<file path="src/ieas_pkg.sv">
package ieas_pkg;

    // Default sizes handed to the top level parameters.
    localparam int ADDR_BITS_DEF  = 16;
    localparam int ACT_DEPTH_DEF  = 4;

    // Register reset values.
    localparam logic [15:0] MAX_ADDR_RST  = 16'd255;
    localparam logic        TWO_BYTE_RST  = 1'b0;
    localparam logic [7:0]  WR_CTRL_RST   = 8'd160;
    localparam logic [7:0]  RD_CTRL_RST   = 8'd161;
    localparam logic [7:0]  WR_DELAY_RST  = 8'd5;

    // Configuration register indexes.
    typedef enum logic [2:0] {
        CFG_MAX_ADDR = 3'd0,
        CFG_TWO_BYTE = 3'd1,
        CFG_WR_CTRL  = 3'd2,
        CFG_RD_CTRL  = 3'd3,
        CFG_WR_DELAY = 3'd4
    } t_cfg_index;

    // Input item kinds.
    typedef enum logic [1:0] {
        KIND_READ  = 2'd0,
        KIND_WRITE = 2'd1,
        KIND_ACK   = 2'd2,
        KIND_RBYTE = 2'd3
    } t_kind;

    // Bus primitives issued to the bus engine.
    typedef enum logic [2:0] {
        CMD_START    = 3'd0,
        CMD_SEND     = 3'd1,
        CMD_WAIT_ACK = 3'd2,
        CMD_RECV     = 3'd3,
        CMD_NACK     = 3'd4,
        CMD_STOP     = 3'd5,
        CMD_DELAY    = 3'd6,
        CMD_DONE     = 3'd7
    } t_cmd;

    typedef enum logic [1:0] {
        ST_OK     = 2'd0,
        ST_RANGE  = 2'd1,
        ST_NO_ACK = 2'd2
    } t_status;

    // Transaction phase of the front end.
    typedef enum logic [2:0] {
        PH_IDLE      = 3'd0,
        PH_ACK_CTRL  = 3'd1,
        PH_ACK_HIGH  = 3'd2,
        PH_ACK_LOW   = 3'd3,
        PH_ACK_DATA  = 3'd4,
        PH_ACK_RDCTL = 3'd5,
        PH_RECV      = 3'd6
    } t_phase;

    // Actions queued from the front end to the back end. Each one expands
    // into a fixed run of bus primitives.
    typedef enum logic [2:0] {
        ACT_RANGE      = 3'd0,
        ACT_START_SEND = 3'd1,
        ACT_SEND       = 3'd2,
        ACT_FAIL       = 3'd3,
        ACT_WRITE_END  = 3'd4,
        ACT_RECV       = 3'd5,
        ACT_READ_END   = 3'd6
    } t_act;

    typedef struct packed {
        t_act       code;
        logic [7:0] byte_value;
    } t_action;

    typedef struct packed {
        logic [15:0] max_address;
        logic        two_byte_addressing;
        logic [7:0]  write_control_byte;
        logic [7:0]  read_control_byte;
        logic [7:0]  write_delay_ms;
    } t_cfg;

    typedef struct packed {
        t_kind       kind;
        logic [15:0] address;
        logic [7:0]  write_data;
        logic        ack_ok;
        logic [7:0]  received_byte;
    } t_in_item;

    typedef struct packed {
        t_cmd       command;
        logic [7:0] byte_value;
        t_status    status;
        logic [7:0] read_data;
        logic       last;
    } t_out_item;

endpackage

</file>
<file path="src/ieas_front.sv">
module ieas_front #(
    parameter int ADDRESS_BITS = ieas_pkg::ADDR_BITS_DEF
) (
    input  logic              i_clk,
    input  logic              i_rst_n,
    input  logic              i_valid,
    input  ieas_pkg::t_in_item i_item,
    input  ieas_pkg::t_cfg    i_cfg,
    output logic              o_act_valid,
    output ieas_pkg::t_action o_act
);
    import ieas_pkg::*;

    t_phase                    r_phase, n_phase;
    logic                      r_is_write, n_is_write;
    logic [ADDRESS_BITS-1:0]   r_held_address, n_held_address;
    logic [7:0]                r_held_data, n_held_data;

    logic [15:0] in_addr;
    logic [15:0] held_addr;

    // Request address limited to the device address width.
    assign in_addr   = 16'(i_item.address[ADDRESS_BITS-1:0]);
    assign held_addr = 16'(r_held_address);

    // Phase register and held request.
    always_ff @(posedge i_clk) begin
        if (!i_rst_n) begin
            r_phase        <= PH_IDLE;
            r_is_write     <= 1'b0;
            r_held_address <= '0;
            r_held_data    <= '0;
        end else begin
            r_phase        <= n_phase;
            r_is_write     <= n_is_write;
            r_held_address <= n_held_address;
            r_held_data    <= n_held_data;
        end
    end

    // Classify each transfer into an action and advance the phase.
    always_comb begin
        n_phase           = r_phase;
        n_is_write        = r_is_write;
        n_held_address    = r_held_address;
        n_held_data       = r_held_data;
        o_act_valid       = 1'b0;
        o_act.code        = ACT_RANGE;
        o_act.byte_value  = '0;
        if (i_valid) begin
            case (i_item.kind)
                KIND_READ, KIND_WRITE: begin
                    if (r_phase == PH_IDLE) begin
                        o_act_valid = 1'b1;
                        if (in_addr > i_cfg.max_address) begin
                            o_act.code = ACT_RANGE;
                        end else begin
                            n_is_write     = (i_item.kind == KIND_WRITE);
                            n_held_address = in_addr[ADDRESS_BITS-1:0];
                            n_held_data    = i_item.write_data;
                            n_phase        = PH_ACK_CTRL;
                            o_act.code     = ACT_START_SEND;
                            if (i_cfg.two_byte_addressing) begin
                                o_act.byte_value = i_cfg.write_control_byte;
                            end else begin
                                // Block bits go into the control byte.
                                o_act.byte_value = i_cfg.write_control_byte
                                                   + {in_addr[14:8], 1'b0};
                            end
                        end
                    end
                end
                KIND_ACK: begin
                    if (r_phase inside {PH_ACK_CTRL, PH_ACK_HIGH, PH_ACK_LOW,
                                        PH_ACK_DATA, PH_ACK_RDCTL}) begin
                        o_act_valid = 1'b1;
                        if (!i_item.ack_ok) begin
                            o_act.code = ACT_FAIL;
                            n_phase    = PH_IDLE;
                        end else begin
                            case (r_phase)
                                PH_ACK_CTRL: begin
                                    o_act.code = ACT_SEND;
                                    if (i_cfg.two_byte_addressing) begin
                                        o_act.byte_value = held_addr[15:8];
                                        n_phase          = PH_ACK_HIGH;
                                    end else begin
                                        o_act.byte_value = held_addr[7:0];
                                        n_phase          = PH_ACK_LOW;
                                    end
                                end
                                PH_ACK_HIGH: begin
                                    o_act.code       = ACT_SEND;
                                    o_act.byte_value = held_addr[7:0];
                                    n_phase          = PH_ACK_LOW;
                                end
                                PH_ACK_LOW: begin
                                    if (r_is_write) begin
                                        o_act.code       = ACT_SEND;
                                        o_act.byte_value = r_held_data;
                                        n_phase          = PH_ACK_DATA;
                                    end else begin
                                        // Repeated start with the read control byte.
                                        o_act.code       = ACT_START_SEND;
                                        o_act.byte_value = i_cfg.read_control_byte;
                                        n_phase          = PH_ACK_RDCTL;
                                    end
                                end
                                PH_ACK_DATA: begin
                                    o_act.code       = ACT_WRITE_END;
                                    o_act.byte_value = i_cfg.write_delay_ms;
                                    n_phase          = PH_IDLE;
                                end
                                default: begin
                                    o_act.code = ACT_RECV;
                                    n_phase    = PH_RECV;
                                end
                            endcase
                        end
                    end
                end
                default: begin
                    if (r_phase == PH_RECV) begin
                        o_act_valid      = 1'b1;
                        o_act.code       = ACT_READ_END;
                        o_act.byte_value = i_item.received_byte;
                        n_phase          = PH_IDLE;
                    end
                end
            endcase
        end
    end

endmodule

</file>
<file path="src/ieas_fifo.sv">
module ieas_fifo #(
    parameter int DEPTH = ieas_pkg::ACT_DEPTH_DEF
) (
    input  logic              i_clk,
    input  logic              i_rst_n,
    input  logic              i_push,
    input  ieas_pkg::t_action i_data,
    input  logic              i_pop,
    output ieas_pkg::t_action o_data,
    output logic              o_full,
    output logic              o_empty
);
    import ieas_pkg::*;

    localparam int PW = (DEPTH > 1) ? $clog2(DEPTH) : 1;
    localparam int CW = $clog2(DEPTH + 1);

    t_action           r_mem [DEPTH];
    logic [PW-1:0]     r_wr_ptr, r_rd_ptr;
    logic [CW-1:0]     r_count;
    logic              do_push, do_pop;

    assign o_full  = (r_count == CW'(DEPTH));
    assign o_empty = (r_count == '0);
    assign do_push = i_push && !o_full;
    assign do_pop  = i_pop && !o_empty;
    assign o_data  = r_mem[r_rd_ptr];

    // Storage is written at the tail.
    always_ff @(posedge i_clk) begin
        if (do_push) begin
            r_mem[r_wr_ptr] <= i_data;
        end
    end

    // Pointers and fill count.
    always_ff @(posedge i_clk) begin
        if (!i_rst_n) begin
            r_wr_ptr <= '0;
            r_rd_ptr <= '0;
            r_count  <= '0;
        end else begin
            if (do_push) begin
                r_wr_ptr <= (r_wr_ptr == PW'(DEPTH - 1)) ? '0 : r_wr_ptr + 1'b1;
            end
            if (do_pop) begin
                r_rd_ptr <= (r_rd_ptr == PW'(DEPTH - 1)) ? '0 : r_rd_ptr + 1'b1;
            end
            if (do_push && !do_pop) begin
                r_count <= r_count + 1'b1;
            end else if (do_pop && !do_push) begin
                r_count <= r_count - 1'b1;
            end
        end
    end

endmodule

</file>
<file path="src/ieas_back.sv">
module ieas_back (
    input  logic                i_clk,
    input  logic                i_rst_n,
    input  ieas_pkg::t_action   i_act,
    input  logic                i_act_empty,
    output logic                o_act_pop,
    output ieas_pkg::t_out_item o_result,
    output logic                o_empty,
    input  logic                i_pop
);
    import ieas_pkg::*;

    logic [1:0] r_step;
    logic       r_out_valid;
    t_out_item  r_out;
    t_out_item  step_item;
    logic       advance;

    assign o_empty  = !r_out_valid;
    assign o_result = r_out;
    assign advance  = (!r_out_valid || i_pop) && !i_act_empty;
    assign o_act_pop = advance && step_item.last;

    // Expand the head action into its run of bus primitives.
    always_comb begin
        step_item.command    = CMD_DONE;
        step_item.byte_value = '0;
        step_item.status     = ST_OK;
        step_item.read_data  = '0;
        step_item.last       = 1'b1;
        case (i_act.code)
            ACT_RANGE: begin
                step_item.status = ST_RANGE;
            end
            ACT_START_SEND: begin
                case (r_step)
                    2'd0: begin
                        step_item.command = CMD_START;
                        step_item.last    = 1'b0;
                    end
                    2'd1: begin
                        step_item.command    = CMD_SEND;
                        step_item.byte_value = i_act.byte_value;
                        step_item.last       = 1'b0;
                    end
                    default: step_item.command = CMD_WAIT_ACK;
                endcase
            end
            ACT_SEND: begin
                case (r_step)
                    2'd0: begin
                        step_item.command    = CMD_SEND;
                        step_item.byte_value = i_act.byte_value;
                        step_item.last       = 1'b0;
                    end
                    default: step_item.command = CMD_WAIT_ACK;
                endcase
            end
            ACT_FAIL: begin
                case (r_step)
                    2'd0: begin
                        step_item.command = CMD_STOP;
                        step_item.last    = 1'b0;
                    end
                    default: step_item.status = ST_NO_ACK;
                endcase
            end
            ACT_WRITE_END: begin
                case (r_step)
                    2'd0: begin
                        step_item.command = CMD_STOP;
                        step_item.last    = 1'b0;
                    end
                    2'd1: begin
                        step_item.command    = CMD_DELAY;
                        step_item.byte_value = i_act.byte_value;
                        step_item.last       = 1'b0;
                    end
                    default: step_item.command = CMD_DONE;
                endcase
            end
            ACT_RECV: begin
                step_item.command = CMD_RECV;
            end
            ACT_READ_END: begin
                case (r_step)
                    2'd0: begin
                        step_item.command = CMD_NACK;
                        step_item.last    = 1'b0;
                    end
                    2'd1: begin
                        step_item.command = CMD_STOP;
                        step_item.last    = 1'b0;
                    end
                    default: step_item.read_data = i_act.byte_value;
                endcase
            end
            default: begin
                step_item.command = CMD_DONE;
            end
        endcase
    end

    // Output register and step counter.
    always_ff @(posedge i_clk) begin
        if (!i_rst_n) begin
            r_step      <= '0;
            r_out_valid <= 1'b0;
        end else begin
            if (advance) begin
                r_out_valid <= 1'b1;
                r_step      <= step_item.last ? 2'd0 : r_step + 2'd1;
            end else if (i_pop) begin
                r_out_valid <= 1'b0;
            end
        end
    end

    always_ff @(posedge i_clk) begin
        if (advance) begin
            r_out <= step_item;
        end
    end

endmodule

</file>
<file path="src/i2c_eeprom_access_sequencer.sv">
// Master-side sequencer for single-byte EEPROM random reads and byte writes.
// Requests, acknowledge reports and received bytes enter through push/full
// and the resulting bus primitives leave through empty/pop, each run closed
// by a result with last set. An input transfer is taken every cycle while
// the action queue (FIFO_DEPTH entries) has room; the front end turns each
// item combinationally into an action, and the back end emits one primitive
// per cycle while its output is empty or popped, so an item yields 0 to 3
// results and the output side sets the sustained rate. Items that arrive
// in the wrong phase are dropped without a result. Configuration writes are
// taken at any cycle and must be made only while the block is idle.
module i2c_eeprom_access_sequencer #(
    parameter int ADDRESS_BITS = ieas_pkg::ADDR_BITS_DEF,
    parameter int FIFO_DEPTH   = ieas_pkg::ACT_DEPTH_DEF
) (
    input  logic                i_clk,
    input  logic                i_rst_n,
    input  logic                push,
    output logic                full,
    input  ieas_pkg::t_in_item  i_item,
    output logic                empty,
    input  logic                pop,
    output ieas_pkg::t_out_item o_result,
    input  logic                i_cfg_we,
    input  logic [2:0]          i_cfg_index,
    input  logic [15:0]         i_cfg_data
);
    import ieas_pkg::*;

    t_cfg    r_cfg;
    t_action act, head;
    logic    act_valid, act_full, act_empty, act_pop;

    // Configuration registers; unknown indexes are ignored.
    always_ff @(posedge i_clk) begin
        if (!i_rst_n) begin
            r_cfg.max_address         <= MAX_ADDR_RST;
            r_cfg.two_byte_addressing <= TWO_BYTE_RST;
            r_cfg.write_control_byte  <= WR_CTRL_RST;
            r_cfg.read_control_byte   <= RD_CTRL_RST;
            r_cfg.write_delay_ms      <= WR_DELAY_RST;
        end else if (i_cfg_we) begin
            case (i_cfg_index)
                CFG_MAX_ADDR: r_cfg.max_address         <= i_cfg_data;
                CFG_TWO_BYTE: r_cfg.two_byte_addressing <= i_cfg_data[0];
                CFG_WR_CTRL:  r_cfg.write_control_byte  <= i_cfg_data[7:0];
                CFG_RD_CTRL:  r_cfg.read_control_byte   <= i_cfg_data[7:0];
                CFG_WR_DELAY: r_cfg.write_delay_ms      <= i_cfg_data[7:0];
                default: ;
            endcase
        end
    end

    assign full = act_full;

    ieas_front #(
        .ADDRESS_BITS(ADDRESS_BITS)
    ) u_front (
        .i_clk      (i_clk),
        .i_rst_n    (i_rst_n),
        .i_valid    (push && !act_full),
        .i_item     (i_item),
        .i_cfg      (r_cfg),
        .o_act_valid(act_valid),
        .o_act      (act)
    );

    ieas_fifo #(
        .DEPTH(FIFO_DEPTH)
    ) u_fifo (
        .i_clk  (i_clk),
        .i_rst_n(i_rst_n),
        .i_push (act_valid),
        .i_data (act),
        .i_pop  (act_pop),
        .o_data (head),
        .o_full (act_full),
        .o_empty(act_empty)
    );

    ieas_back u_back (
        .i_clk      (i_clk),
        .i_rst_n    (i_rst_n),
        .i_act      (head),
        .i_act_empty(act_empty),
        .o_act_pop  (act_pop),
        .o_result   (o_result),
        .o_empty    (empty),
        .i_pop      (pop)
    );

endmodule
</file>
<file path="config.mk">
export PLATFORM = sky130hd
export DESIGN_NAME = i2c_eeprom_access_sequencer
export DESIGN_NICKNAME = d
export VERILOG_FILES = /design/src/ieas_pkg.sv /design/src/ieas_front.sv /design/src/ieas_fifo.sv /design/src/ieas_back.sv /design/src/i2c_eeprom_access_sequencer.sv
export SDC_FILE = /design/constraint.sdc
export NUM_CORES = 1
export LEC_CHECK = 0
export ABC_AREA = 1
export BUFFER_PORTS_ARGS = -buffer_cell sky130_fd_sc_hd__buf_2
export CAP_MARGIN = 20
export CORE_AREA = 2 2 116 118
export CTS_CLUSTER_DIAMETER = 120
export DETAILED_ROUTE_END_ITERATION = 10
export DIE_AREA = 0 0 118 120
export MAX_ROUTING_LAYER = met4
export PLACE_DENSITY = 0.8
export SYNTH_ARGS = -nofsm -noshare
export SYNTH_HDL_FRONTEND = slang
export SYNTH_SLANG_ARGS = --single-unit
</file>
<file path="constraint.sdc">
create_clock -name i_clk -period 3.3 [get_ports i_clk]
set_input_delay 0.33 -clock i_clk [delete_from_list [all_inputs] [get_ports i_clk]]
set_output_delay 0.33 -clock i_clk [all_outputs]
set_load 0.05 [all_outputs]
</file>
* Word level (Yosys, flattened, before mapping)
Memories as Yosys holds them, arrays and structs flattened. A register that Yosys moved wholly into a read port is not among the register bits.
Cells that the tools add are included.
** Storage, ports and cells
- Flip-flop bits (word level) :: 101
- RAM bits :: 44
- Word-level logic and storage cells :: 144
- Memories kept :: 1
** Memories
- u_fifo.r_mem :: depth 4, width 11, read ports 1, clocked after Yosys merged registers in 1, write ports 1, RTL line ieas_fifo.sv:18 : t_action r_mem [DEPTH];
** Cells by class
- $add $sub $neg :: 6
- Order comparisons :: 1
- Equality and inequality tests :: 25
- Muxes and demuxes :: 53
- Bitwise logic cells :: 2
- Reductions and logical operators :: 37
** Operators by type and width (count)
- $mux W8 :: 6
- $mux W11 :: 4
- $pmux W8 S4 :: 1
- $eq A3 B3 Y1 const B :: 8
- $mux W3 :: 8
- $pmux W11 S2 :: 1
- $eq A3 B2 Y1 const B :: 6
- $pmux W3 S6 :: 1
- $gt A16 B16 Y1 :: 1
- $mux W2 :: 8
- $pmux W2 S2 :: 4
- $pmux W8 S2 :: 1
- $mux W1 :: 13
- $logic_not A3 Y1 :: 4
- $pmux W3 S4 :: 1
- $mux W10 :: 1
- $reduce_and A2 Y1 :: 5
- $reduce_or A2 Y1 :: 5
- $eq A3 B1 Y1 const B :: 3
- $pmux W3 S3 :: 1
- $add A8 B8 Y8 :: 1
- $logic_and A1 B1 Y1 :: 7
- $add A2 B1 Y2 const B :: 3
- $eq A2 B2 Y1 const B :: 3
- other kinds (17) :: 28

* Depth between registers and ports, before layout
Gate-level depths: netlist of run 1.
- Word-level depth :: 10
- Mapped depth :: 19

* Hierarchy
From an unflattened synthesis of run 1, not the netlist that was laid out.
** Unflattened totals
- Cells, all modules :: 1060
- Area, all modules :: 8176.6 um2
** Modules (own cells, without submodules)
- ieas_front :: times used 1, cells an instance 525, area an instance 3060.4 um2
- ieas_fifo :: times used 1, cells an instance 179, area an instance 2153.3 um2
- i2c_eeprom_access_sequencer :: times used 1, cells an instance 238, area an instance 1696.6 um2
- ieas_back :: times used 1, cells an instance 118, area an instance 1266.2 um2

* Worst setup path before layout of run 1
OpenSTA, ideal clock, no wires.
- Path kind :: register to register
- From :: register u_back.r_out_valid
- To :: register u_fifo.r_count[1]
- Library setup time :: 120 ps
- Arrival :: 2651 ps
- Data required time :: 3180 ps
- Slack :: 529 ps
- Stages on the path, launching flop included :: 10
- Buffers on the path :: 0
- Clock period less this slack :: 2771 ps
- Cell sequence :: dfxtp_1 > inv_1 > nor2_1 > a31oi_2 > nand2_4 > ha_1 > inv_1 > fa_1 > o21ai_0 > a21oi_1
** Between the ends
- Word-level cells in the longest chain between the ends :: 8
** Ends and longest elaborated chain
- start, declared :: RTL line ieas_back.sv:14 : logic r_out_valid;
- start signal, assigned :: RTL line ieas_back.sv:108 : r_out_valid <= 1'b0;
- start signal, assigned :: RTL line ieas_back.sv:111 : r_out_valid <= 1'b1;
- start signal, assigned :: RTL line ieas_back.sv:114 : r_out_valid <= 1'b0;
- $logic_not A1 Y1 (*)
- net empty :: RTL line i2c_eeprom_access_sequencer.sv:20 : output logic empty,
- $logic_or A1 B1 Y1 (*) :: RTL line ieas_back.sv:21 : assign advance = (!r_out_valid || i_pop) && !i_act_empty;
- $logic_and A1 B1 Y1 (*) :: RTL line ieas_back.sv:21
- net u_back.advance :: RTL line ieas_back.sv:17 : logic advance;
- $logic_and A1 B1 Y1 (*) :: RTL line ieas_back.sv:22 : assign o_act_pop = advance && step_item.last;
- $logic_and A1 B1 Y1 (*) :: RTL line ieas_fifo.sv:26 : assign do_pop = i_pop && !o_empty;
- $logic_not A1 Y1 :: RTL line ieas_fifo.sv:49 : if (do_push && !do_pop) begin
- $logic_and A1 B1 Y1 :: RTL line ieas_fifo.sv:49
- $mux W3 or $reduce_bool A2 Y1 (tied branches)
- end signal, assigned :: RTL line ieas_fifo.sv:50 : r_count <= r_count + 1'b1;
- end signal, assigned :: RTL line ieas_fifo.sv:52 : r_count <= r_count - 1'b1;
- end, declared :: RTL line ieas_fifo.sv:20 : logic [CW-1:0] r_count;
The timed path passes the listed nets; every way through them passes the cells marked *.
A chain may end at the register's enable or synchronous reset.

==> results of run 1 <==
[layout make-up]
cell class	instances	area [sq um]	share of cell area, %
Clock buffer	18	429.2	4.936
Clock inverter	14	155.1	1.784
Inverter	154	579.3	6.663
Multi-Input combinational cell	622	3214	36.97
Sequential cell	147	3603	41.44
Tap cell	176	220.2	2.533
Timing Repair Buffer	93	493.0	5.670
[cell families after synthesis]
family,after synthesis,share of synthesized area (%)
AND/OR/NAND/NOR,436,25.04
buffers and inverters,185,9.470
AO/OA/AOI/OAI,147,11.25
flip-flops,147,47.85
adder cells (fa/ha/maj),33,5.682
XOR/XNOR,5,0.5816
multiplexers,1,0.1329
[cells in the final DEF, fill, tap and decap left out, drive strengths merged, types with 2 or more instances in the layout]
cell type,Yosys,final
nor3,5,5
xnor2,2,2
o21ai,61,61
fa,2,2
nand2,226,226
edfxtp,66,66
nor2,114,114
a32o,8,8
xor2,3,3
nand4,32,32
inv,153,164
a41oi,8,8
nand3b,2,2
clkinv,1,2
dfxtp,81,81
a21oi,57,57
o211ai,8,8
buf,13,93
ha,31,31
clkbuf,18,18
nand3,56,56
[worst max-delay path, cell delays in order (launching register included)]
cell and delay [ps]:
sky130_fd_sc_hd__dfxtp_1 340, sky130_fd_sc_hd__inv_1 390, sky130_fd_sc_hd__o21ai_1 130, sky130_fd_sc_hd__nand2_1 230
sky130_fd_sc_hd__inv_1 100, sky130_fd_sc_hd__nand2_1 90, sky130_fd_sc_hd__nand2_2 70, sky130_fd_sc_hd__inv_2 70
sky130_fd_sc_hd__nand2_4 70, sky130_fd_sc_hd__nand2_4 70, sky130_fd_sc_hd__ha_1 150, sky130_fd_sc_hd__inv_1 70
sky130_fd_sc_hd__fa_1 370, sky130_fd_sc_hd__a21oi_1 140, sky130_fd_sc_hd__o21ai_0 120, sky130_fd_sc_hd__o21ai_0 180
sky130_fd_sc_hd__a21oi_1 60
[metal layers]
metal | vias to the layer above | part of all wire, % | wire length, um
met4 | 0 | 2.1 | 366
met3 | 35 | 4.1 | 713
met5 | - | 0 | 0
li1 | 3294 | - | -
met2 | 174 | 50 | 8536
met1 | 2947 | 44 | 7570
[path summary, 6_finish.rpt]
| path | endpoint | slack [ps] | startpoint |
|---|---|---|---|
| max | u_fifo.r_count[2]$_SDFFE_PN0P_ | 540 | flip-flop |
| min | r_cfg[37]$_SDFFE_PN0P_ | 170 | i_cfg_data[12] |
| max reg2reg | u_fifo.r_count[2]$_SDFFE_PN0P_ | 540 | flip-flop |
| min reg2reg | r_cfg[10]$_SDFFE_PN0P_ | 450 | r_cfg[10]$_SDFFE_PN0P_ |
[registers in the layout (all words and copies together), names as in the netlist, named ones only]
name,flops
u_fifo.r_mem,44
r_cfg,41
u_back.o_result,22
u_front.held_addr,16
u_front.r_held_data,8
u_fifo.r_count,3
u_front.r_phase,3
u_back.r_step,2
u_fifo.r_rd_ptr,2
u_fifo.r_wr_ptr,2
u_back.r_out_valid,1
u_front.r_is_write,1
[where the power goes]
part	switching, mW	leakage [nW]	internal, mW
combinational	1.44	2.35	0.512
sequential	0.105	1.29	2.25
clock	0.836	0.287	1.08
[per-stage QoR]
step	power (mW)	std cells
after global placement	4.296	1192
after floorplan	3.906	954
final	6.215	1224
after global routing	6.530	1224
after CTS	6.238	1224
after detailed placement	4.321	1192
==> flow_metrics.env, run 1 <==
export IMPL_run_status="finished clean"
export IMPL_worst_r2r_cell_count=16
export IMPL_design_core_area_sq_um=12980
export IMPL_design_die_area_sq_um=14160
export IMPL_post_synthesis_instance_area_sq_um=7531
export IMPL_finalSetupViolations=0
export IMPL_clock_tree_htree_level_count=4
export IMPL_cts_post_setup_buffers_inserted=0
export IMPL_clk_path_buf_depth=2
export IMPL_power_static_leakage_nw=3.923
export IMPL_crit_path_max_fanout=19
export IMPL_gr_usage_met2_pct=43.50
export IMPL_slew_headroom_pct=58.26
export IMPL_max_cap_violations=0
export IMPL_hold_path_depth=3
export IMPL_clock_tree_root="sky130_fd_sc_hd__clkbuf_16"
export IMPL_setup_slack_ps=542.8
export IMPL_initial_core_util_pct=58.02
export IMPL_start_kind="flip-flop"
export IMPL_netlist_cell_type_count=40
export IMPL_crit_required_ps=3610
export IMPL_timing_clock_skew_ps=8.840
export IMPL_wirelength_um=17190
export IMPL_track_usage_pct=25.93
export IMPL_clk_latency_ps=430
export IMPL_cp_end_kind="flip-flop"
export IMPL_portBuffers=82
export IMPL_cts_resized=0
export IMPL_fin_tns_setup_ps=0
export IMPL_synth_most_common_cell="sky130_fd_sc_hd__nand2_1"
export IMPL_final_fill_count=1123
export IMPL_yosys_warnings=0
export IMPL_fin_crit_sh_pct=83.55
export IMPL_numClockSinks=147
export IMPL_layout_nets=1127
export IMPL_drt_iter0_drc=415
export IMPL_firstDrtPassIters=5
export IMPL_grt_pass1_wl_um=28290
export IMPL_pre_cts_slack_ps=604.8
export IMPL_fmaxAchievable_mhz=362.7
export IMPL_num_rows=42
export IMPL_synth_flop_cell="sky130_fd_sc_hd__dfxtp_1"
export IMPL_number_of_global_route_vias_before_repair=5900
export IMPL_synthToLayoutAreaGrowth_pct=15.45
export IMPL_synth_seq_area_share_pct=47.85
export IMPL_num_antenna_cells=0
export IMPL_synthesized_area_divided_by_synthesized_cell_count_sq_um=7.894
export IMPL_synth_async_reset_ratio_pct=0
export IMPL_global_route_usage_met1_pct=31.35
export IMPL_synth_nets=1046
export IMPL_fp_dieH_um=120
export IMPL_gp_congestion=0.9556
export IMPL_final_layout_size_suffix_gt1_share_pct=15.55
export IMPL_synth_top_cell_by_area="sky130_fd_sc_hd__edfxtp_1"
export IMPL_number_of_enable_flip_flop_cells_after_synthesis=66
export IMPL_timing_final_crit_period_ps=2757
export IMPL_die_width_um=118
export IMPL_grt_max_degree=41
export IMPL_finished_layout_cell_area_sq_um=8695
export IMPL_detail_route_drc_violations=0
export IMPL_place_detailed_hpwl_um=12500
export IMPL_detail_route_wl_per_cell_um=14.04
export IMPL_syn_instance_count=954
export IMPL_synth_common_cells="sky130_fd_sc_hd__nand2_1 (216), sky130_fd_sc_hd__inv_1 (137), sky130_fd_sc_hd__nor2_1 (111), sky130_fd_sc_hd__dfxtp_1 (81), sky130_fd_sc_hd__edfxtp_1 (66)"
export IMPL_cp_data_arrival_time_ps=3060
export IMPL_max_slew_worst_pin_slew_ps=626.1
export IMPL_final_number_of_max_transition_violations=0
export IMPL_post_synth_top_area_fraction_pct=26.32
export IMPL_hold_class="in -> reg"
export IMPL_layout_core_utilization_pct=66.98
export IMPL_dpl_cell_area_sq_um=8110
export IMPL_worstSetupPathType="reg -> reg"
export IMPL_gr_peak_layer="met2"
export IMPL_grt_overflow=0
export IMPL_drt_vias_per_instance=5.270
export IMPL_detailroute_via_count=6450
export IMPL_cts_buffers=17
export IMPL_worst_hold_slack_ps=167.7
export IMPL_worst_setup_hold_path_clk_slew_ps=60
export IMPL_ir_worst_vdd_mv=0.4274
export IMPL_grt_util_met3_pct=4.753
export IMPL_power_density_nw_per_um2=714.8
export IMPL_cts_tree="yes"
export IMPL_io_pins=83
export IMPL_synth_area_top_cells="sky130_fd_sc_hd__edfxtp_1 (26%), sky130_fd_sc_hd__dfxtp_1 (22%), sky130_fd_sc_hd__nand2_1 (11%), sky130_fd_sc_hd__inv_1 (6.8%), sky130_fd_sc_hd__nor2_1 (5.5%)"
export IMPL_synth_seq_cells=147
export IMPL_grt_antenna_before_repair=0
export IMPL_final_hold_violation_count=0
export IMPL_antenna_violating_nets_post_route=0
export IMPL_hold_buffers=0
export IMPL_rsz0062_at_grt="no"
Power figures use the tool's default switching activity.
==> run 2: changes to the inputs <==
Settings changed: ABC_AREA 1 to 0, CORE_AREA 2 2 116 118 to 2 2 114 116, DIE_AREA 0 0 118 120 to 0 0 116 118, PLACE_DENSITY 0.8 to 0.79.
Clock period 3.3 ns to 2.56 ns, I/O delays scaled along.
==> flow_metrics.env, run 2 <==
export IMPL_synth_common_cells="sky130_fd_sc_hd__nand2_1 (150), sky130_fd_sc_hd__dfxtp_1 (81), sky130_fd_sc_hd__edfxtp_1 (66), sky130_fd_sc_hd__a21oi_1 (61), sky130_fd_sc_hd__mux2i_1 (41)"
export IMPL_clk_path_buf_depth=2
export IMPL_ir_worst_vdd_mv=0.3611
export IMPL_antenna_violating_nets_post_route=0
export IMPL_clock_tree_htree_level_count=4
export IMPL_design_die_area_sq_um=13690
export IMPL_fp_dieH_um=118
export IMPL_max_cap_violations=0
export IMPL_hold_class="in -> reg"
export IMPL_final_fill_count=930
export IMPL_fmaxAchievable_mhz=396.6
export IMPL_synthesized_area_divided_by_synthesized_cell_count_sq_um=10.08
export IMPL_initial_core_util_pct=58.21
export IMPL_syn_instance_count=717
export IMPL_fin_crit_sh_pct=98.49
export IMPL_combinational_family_with_the_most_area_after_synthesis="simple AND/OR/NAND/NOR gates"
export IMPL_final_hold_violation_count=0
export IMPL_num_rows=41
export IMPL_synth_nets=809
export IMPL_largest_register="u_fifo.r_mem"
export IMPL_worst_setup_hold_path_clk_slew_ps=60
export IMPL_clk_latency_ps=430
export IMPL_max_slew_worst_pin_slew_ps=744.2
export IMPL_adder_cell_area_share_of_the_yosys_netlist_pct=5.921
export IMPL_drt_vias_per_instance=5.829
export IMPL_layout_cells_most_common_list="sky130_fd_sc_hd__nand2_1 (147), sky130_fd_sc_hd__buf_2 (82), sky130_fd_sc_hd__dfxtp_1 (80)"
export IMPL_crit_path_max_fanout=4
export IMPL_crit_required_ps=2930
export IMPL_num_antenna_cells=0
export IMPL_xor_and_xnor_fraction_of_the_mapped_netlist_area_pct=0.9695
export IMPL_number_of_global_route_vias_before_repair=5593
export IMPL_hold_buffers=0
export IMPL_grt_pass1_wl_um=28170
export IMPL_timing_final_crit_period_ps=2521
export IMPL_synthToLayoutAreaGrowth_pct=20.86
export IMPL_clock_tree_root="sky130_fd_sc_hd__clkbuf_16"
export IMPL_start_kind="flip-flop"
export IMPL_design_core_area_sq_um=12410
export IMPL_post_synthesis_instance_area_sq_um=7227
export IMPL_synth_top_cell_by_area="sky130_fd_sc_hd__edfxtp_1"
export IMPL_die_width_um=116
export IMPL_power_static_leakage_nw=3.344
export IMPL_netlist_cell_type_count=66
export IMPL_flip_flop_count_of_the_largest_register_all_copies_and_words_added=44
export IMPL_finalSetupViolations=0
export IMPL_detailroute_via_count=5852
export IMPL_synth_async_reset_ratio_pct=0
export IMPL_mostFrequentLayoutCell="sky130_fd_sc_hd__nand2_1"
export IMPL_worst_hold_slack_ps=56.59
export IMPL_detail_route_drc_violations=0
export IMPL_final_number_of_max_transition_violations=0
export IMPL_numClockSinks=147
export IMPL_cts_tree="yes"
export IMPL_grt_overflow=0
export IMPL_firstDrtPassIters=6
export IMPL_slowest_delay_ps=540
export IMPL_grt_antenna_before_repair=0
export IMPL_worstSetupPathType="reg -> reg"
export IMPL_synth_seq_cells=147
export IMPL_post_synth_top_area_fraction_pct=27.42
export IMPL_path_common_cell="sky130_fd_sc_hd__a21oi_2"
export IMPL_cp_data_arrival_time_ps=2890
export IMPL_timing_critical_path_cells="mux4_2, a21oi_2, o211ai_2, nand2_2, ha_4, inv_1, fa_2, xor2_1, or3_1, a21oi_2"
export IMPL_post_synth_mux_area_share_pct=9.418
export IMPL_drt_iter0_drc=583
export IMPL_synth_flop_cell="sky130_fd_sc_hd__dfxtp_1"
export IMPL_timing_clock_skew_ps=8.293
export IMPL_synth_seq_area_share_pct=49.86
export IMPL_cpLargestDelayFamily="multiplexers"
export IMPL_portBuffers=82
export IMPL_wirelength_um=18220
export IMPL_setup_slack_ps=38.63
export IMPL_cp_end_kind="flip-flop"
export IMPL_io_pins=83
export IMPL_critPathSlowestCell="sky130_fd_sc_hd__mux4_2"
export IMPL_detail_route_wl_per_cell_um=18.15
export IMPL_place_detailed_hpwl_um=12980
export IMPL_pre_cts_slack_ps=-91.64
export IMPL_slew_headroom_pct=50.16
export IMPL_synth_area_top_cells="sky130_fd_sc_hd__edfxtp_1 (27%), sky130_fd_sc_hd__dfxtp_1 (22%), sky130_fd_sc_hd__nand2_1 (7.8%), sky130_fd_sc_hd__mux2i_1 (5.7%), sky130_fd_sc_hd__ha_1 (5.4%)"
export IMPL_min_delay_start="i_cfg_data[13]"
export IMPL_grt_max_degree=52
export IMPL_run_status="finished clean"
export IMPL_synth_compound_area_share_pct=12.74
export IMPL_number_of_enable_flip_flop_cells_after_synthesis=66
export IMPL_synth_area_in_simple_gates_pct=16.88
export IMPL_path_buf_inv=1
export IMPL_synth_most_common_cell="sky130_fd_sc_hd__nand2_1"
export IMPL_track_usage_pct=28.02
export IMPL_layout_nets=911
export IMPL_yosys_warnings=0
export IMPL_power_density_nw_per_um2=936.0
export IMPL_rsz0062_at_grt="yes"
export IMPL_cts_buffers=17
export IMPL_gp_congestion=0.9814
export IMPL_final_layout_size_suffix_gt1_share_pct=23.68
[run 2: cell count changes after synthesis, moves of 8 or more]
cell                       previous run  this run
sky130_fd_sc_hd__nand3_1             54        21
sky130_fd_sc_hd__a32o_1               8         0
sky130_fd_sc_hd__nand2_2              8         0
sky130_fd_sc_hd__clkbuf_1            18        28
sky130_fd_sc_hd__inv_2               16         0
sky130_fd_sc_hd__inv_1              137        27
sky130_fd_sc_hd__mux2i_1              1        41
sky130_fd_sc_hd__mux4_2               0        11
sky130_fd_sc_hd__nor2b_1              0        16
sky130_fd_sc_hd__o21ai_0             55        18
sky130_fd_sc_hd__nand2_1            216       150
sky130_fd_sc_hd__and2_1               0        14
sky130_fd_sc_hd__nand4_1             32         4
sky130_fd_sc_hd__nor2_1             111        27
[run 2: cells by family after synthesis]
logic type	after synthesis
AO/OA/AOI/OAI	143
multiplexers	54
XOR/XNOR	8
AND/OR/NAND/NOR	267
adder cells (fa/ha/maj)	33
buffers and inverters	65
flip-flops	147
[run 2: final cells by class]
| cell class | instances | area [sq um] | area share [%] |
|---|---|---|---|
| well taps | 172 | 215.2 | 2.464 |
| flip-flops and latches | 147 | 3607 | 41.30 |
| repair buffers | 120 | 711.9 | 8.151 |
| clock inverters | 14 | 205.2 | 2.349 |
| multi-input cells | 505 | 3461 | 39.62 |
| inverters | 28 | 105.1 | 1.203 |
| clock buffers | 18 | 429.2 | 4.913 |
[run 2: path summary, 6_finish.rpt]
check / slack (ps) / endpoint / depth (start not counted)
setup reg to reg: 40 / u_fifo.r_count[2]$_SDFFE_PN0P_ / 10
setup / recovery: 40 / u_fifo.r_count[2]$_SDFFE_PN0P_ / 10
hold / removal: 60 / r_cfg[38]$_SDFFE_PN0P_ / 3
hold reg to reg: 450 / r_cfg[40]$_SDFFE_PN0P_ / 2
[run 2: stage by stage]
step / power [mW] / utilization [%] / std cells / setup TNS [ps] / instance area, sq um
after floorplan: 4.871 / - / 717 / -74.20 / 7273
after global routing: 8.528 / 70.36 / 1004 / -879.7 / 8735
after detailed placement: 5.465 / 64.15 / 969 / -692.8 / 7964
after global placement: 5.391 / 64.15 / 969 / -15.46 / 7964
final: 8.176 / 70.36 / 1004 / 0 / 8735
after CTS: 8.143 / 69.41 / 1002 / 0 / 8617
[run 2: what timing repair did]
| action | in CTS | in global routing |
|---|---|---|
| pin swaps | 2 | 8 |
| setup buffers | 1 | 2 |
| cloned | 0 | 0 |
| setup endpoints to repair | 17 | 63 |
| resized for setup | 3 | 16 |
[run 2: metal layers]
metal,up-vias,global-route usage [%],routed length (um)
met2,292,44.77,9141
met4,0,12.13,531
met5,-,-,0
met3,49,6.334,1251
li1,2755,-,-
met1,2756,33.97,7295
[run 2: worst register-to-register path: stages (launching register included)]
cell and delay (ps):
sky130_fd_sc_hd__dfxtp_4 370, sky130_fd_sc_hd__mux4_2 540, sky130_fd_sc_hd__a21oi_2 170, sky130_fd_sc_hd__o211ai_2 100, sky130_fd_sc_hd__nand2_2 120, sky130_fd_sc_hd__ha_4 140
sky130_fd_sc_hd__inv_1 50, sky130_fd_sc_hd__fa_2 330, sky130_fd_sc_hd__xor2_1 160, sky130_fd_sc_hd__or3_1 330, sky130_fd_sc_hd__a21oi_2 150
[run 2: where the power goes]
part	leakage (nW)	total, mW	internal [mW]	switching, mW
clock	0.295	2.65	1.64	1.01
combinational	1.76	2.50	0.850	1.65
sequential	1.29	3.02	2.87	0.155
==> run 3: changes to the inputs <==
Settings changed: CORE_AREA 2 2 114 116 to 2 2 120 122, DIE_AREA 0 0 116 118 to 0 0 122 124, PLACE_DENSITY 0.79 to 0.76.
Clock period 2.56 ns to 2.15 ns, I/O delays scaled along.
==> flow_metrics.env, run 3 (synthesized netlist as in run 2, its figures left out) <==
export IMPL_number_of_global_route_vias_before_repair=6036
export IMPL_report_power_total_mw=10.16
export IMPL_endpoint="u_fifo.r_mem[1][3]$_DFFE_PP_"
export IMPL_clock_network_fraction_of_total_power_pct=29.3
export IMPL_worst_setup_hold_path_clk_slew_ps=60
export IMPL_finalSetupViolations=75
export IMPL_initial_core_util_pct=52.68
export IMPL_num_rows=43
export IMPL_cts_tree="yes"
export IMPL_clk_path_buf_depth=2
export IMPL_p_seq_share_pct=35.3
export IMPL_design_die_area_sq_um=15130
export IMPL_power_static_leakage_nw=3.695
export IMPL_crit_path_start="r_cfg[38]$_SDFFE_PN0P_"
export IMPL_slew_headroom_pct=57.53
export IMPL_run_status="finished with violations"
export IMPL_final_hold_violation_count=0
export IMPL_fp_dieH_um=124
export IMPL_num_antenna_cells=0
export IMPL_design_core_area_sq_um=13720
export IMPL_ir_worst_vdd_mv=0.6115
export IMPL_cpLargestDelayFamily="compound AO/OA/AOI/OAI gates"
export IMPL_timing_critical_path_cells="inv_2, ha_4, a21o_1, a21o_1, a2111o_1, o31ai_4, buf_6, buf_6, nand3_4, a31oi_4"
export IMPL_wirelength_um=21080
export IMPL_drt_vias_per_instance=5.978
export IMPL_cts_buffers=17
export IMPL_io_pins=83
export IMPL_firstDrtPassIters=6
export IMPL_switchingPower_mw=3.697
export IMPL_gp_congestion=0.9802
export IMPL_power_density_nw_per_um2=1048
export IMPL_cp_data_arrival_time_ps=2750
export IMPL_max_slew_worst_pin_slew_ps=630.3
export IMPL_antenna_violating_nets_post_route=0
export IMPL_critPathSlowestCell="sky130_fd_sc_hd__a2111o_1"
export IMPL_mostFrequentLayoutCell="sky130_fd_sc_hd__nand2_1"
export IMPL_start_kind="flip-flop"
export IMPL_cp_end_kind="flip-flop"
export IMPL_clock_tree_htree_level_count=4
export IMPL_detail_route_drc_violations=0
export IMPL_crit_path_max_fanout=7
export IMPL_layout_cells_most_common_list="sky130_fd_sc_hd__nand2_1 (146), sky130_fd_sc_hd__buf_2 (82), sky130_fd_sc_hd__dfxtp_1 (75)"
export IMPL_worst_r2r_cell_count=10
export IMPL_internal_power_mw=6.460
export IMPL_fin_crit_sh_pct=116.2
export IMPL_timing_clock_skew_ps=14.54
export IMPL_final_number_of_max_transition_violations=0
export IMPL_die_width_um=122
export IMPL_flip_flop_count_of_the_largest_register_all_copies_and_words_added=44
export IMPL_slowest_delay_ps=440
export IMPL_synthToLayoutAreaGrowth_pct=34.16
export IMPL_dpl_cell_area_sq_um=8384
export IMPL_failed_checks="setup timing"
export IMPL_worstSetupPathType="reg -> reg"
export IMPL_detail_route_wl_per_cell_um=19.72
export IMPL_clk_latency_ps=440
export IMPL_power_share_switching_pct=36.40
export IMPL_portBuffers=82
export IMPL_grt_max_degree=59
export IMPL_r2r_start="r_cfg[38]$_SDFFE_PN0P_"
export IMPL_share_comb_of_total_power_pct=35.4
export IMPL_grt_overflow=0
export IMPL_hold_class="in -> reg"
export IMPL_setup_slack_ps=-347.6
export IMPL_crit_required_ps=2400
export IMPL_drt_iter0_drc=600
export IMPL_timing_final_crit_period_ps=2498
export IMPL_finished_layout_cell_area_sq_um=9696
export IMPL_place_detailed_hpwl_um=13440
export IMPL_layout_nets=968
export IMPL_max_cap_violations=0
export IMPL_grt_antenna_before_repair=0
export IMPL_rsz0062_at_grt="yes"
export IMPL_track_usage_pct=28.39
export IMPL_timing_reg2reg_setup_slack_ps=-350
export IMPL_largest_register="u_fifo.r_mem"
export IMPL_detailroute_via_count=6390
export IMPL_fmaxAchievable_mhz=400.4
export IMPL_numClockSinks=147
export IMPL_grt_pass1_wl_um=31310
export IMPL_clock_tree_root="sky130_fd_sc_hd__clkbuf_16"
export IMPL_critical_path_depth=10
export IMPL_final_layout_size_suffix_gt1_share_pct=34.20
export IMPL_path_buf_inv=3
export IMPL_rr_endpoint="u_fifo.r_mem[1][3]$_DFFE_PP_"
run 3: worst min-delay path by stage:
stage | start | endpoint | slack (ps) | cells past startpoint
floorplan | i_cfg_data[5] | r_cfg[13]$_SDFFE_PN1P_ | 340 | 2
global placement | r_cfg[5]$_SDFFE_PN0P_ | r_cfg[5]$_SDFFE_PN0P_ | 440 | 2
detailed placement | r_cfg[33]$_SDFFE_PN0P_ | r_cfg[33]$_SDFFE_PN0P_ | 450 | 2
CTS | i_cfg_data[13] | r_cfg[38]$_SDFFE_PN0P_ | 5 | 3
global route | i_cfg_data[13] | r_cfg[38]$_SDFFE_PN0P_ | 20 | 3
finish | i_cfg_data[9] | r_cfg[34]$_SDFFE_PN0P_ | 10 | 3
run 3: timing repair:
action,in CTS,in global routing
cloned,3,0
buffers inserted,13,9
pin swaps,23,23
gates resized for setup,53,55
hold buffers,0,0
endpoints found under the setup margin,82,130
run 3: power by group through the flow:
| stage | Combinational [mW] | Sequential [mW] | Clock [mW] |
|---|---|---|---|
| floorplan | 1.43 | 4.38 | 0 |
| global placement | 2.97 | 3.61 | 0 |
| detailed placement | 3.07 | 3.64 | 0 |
| CTS | 3.35 | 3.58 | 2.96 |
| global route | 3.81 | 3.63 | 3.08 |
| finish | 3.60 | 3.58 | 2.98 |
run 3: area by class of cell:
cell class | instances | area (sq um)
clock buffers | 17 | 425.4
clock inverters | 15 | 158.9
fillers | 919 | 4024
inverters | 28 | 105.1
multi-input cells | 505 | 3879
flip-flops and latches | 147 | 3613
well taps | 180 | 225.2
repair buffers | 177 | 1289
run 3: worst min-delay path: cells and delay by family:
family                 cells  cell delay, ps
AO/OA/AOI/OAI              1              50
buffers and inverters      1             100
AND/OR/NAND/NOR            1              50
run 3: routing by layer:
metal	GRT usage (%)	part of all wire [%]	vias to the layer above
met2	47.91	50	372
met4	14.22	4.8	0
li1	-	-	2867
met5	-	0	-
met3	5.495	7.6	94
met1	32.48	38	3057
run 3: metrics by stage:
step | utilization, % | setup TNS [ps] | std cells | worst slack, ps | hold slack [ps]
2_1_floorplan | - | -9216 | 717 | -477.0 | 339.0
3_3_place_gp | 61.11 | -16140 | 1017 | -327.7 | 444.3
3_5_place_dp | 61.11 | -21700 | 1017 | -397.2 | 447.9
4_1_cts | 69.00 | -13200 | 1065 | -326.7 | 5.103
5_1_grt | 70.67 | -24650 | 1069 | -455.6 | 21.08
6_report | 70.67 | -19260 | 1069 | -347.6 | 14.62
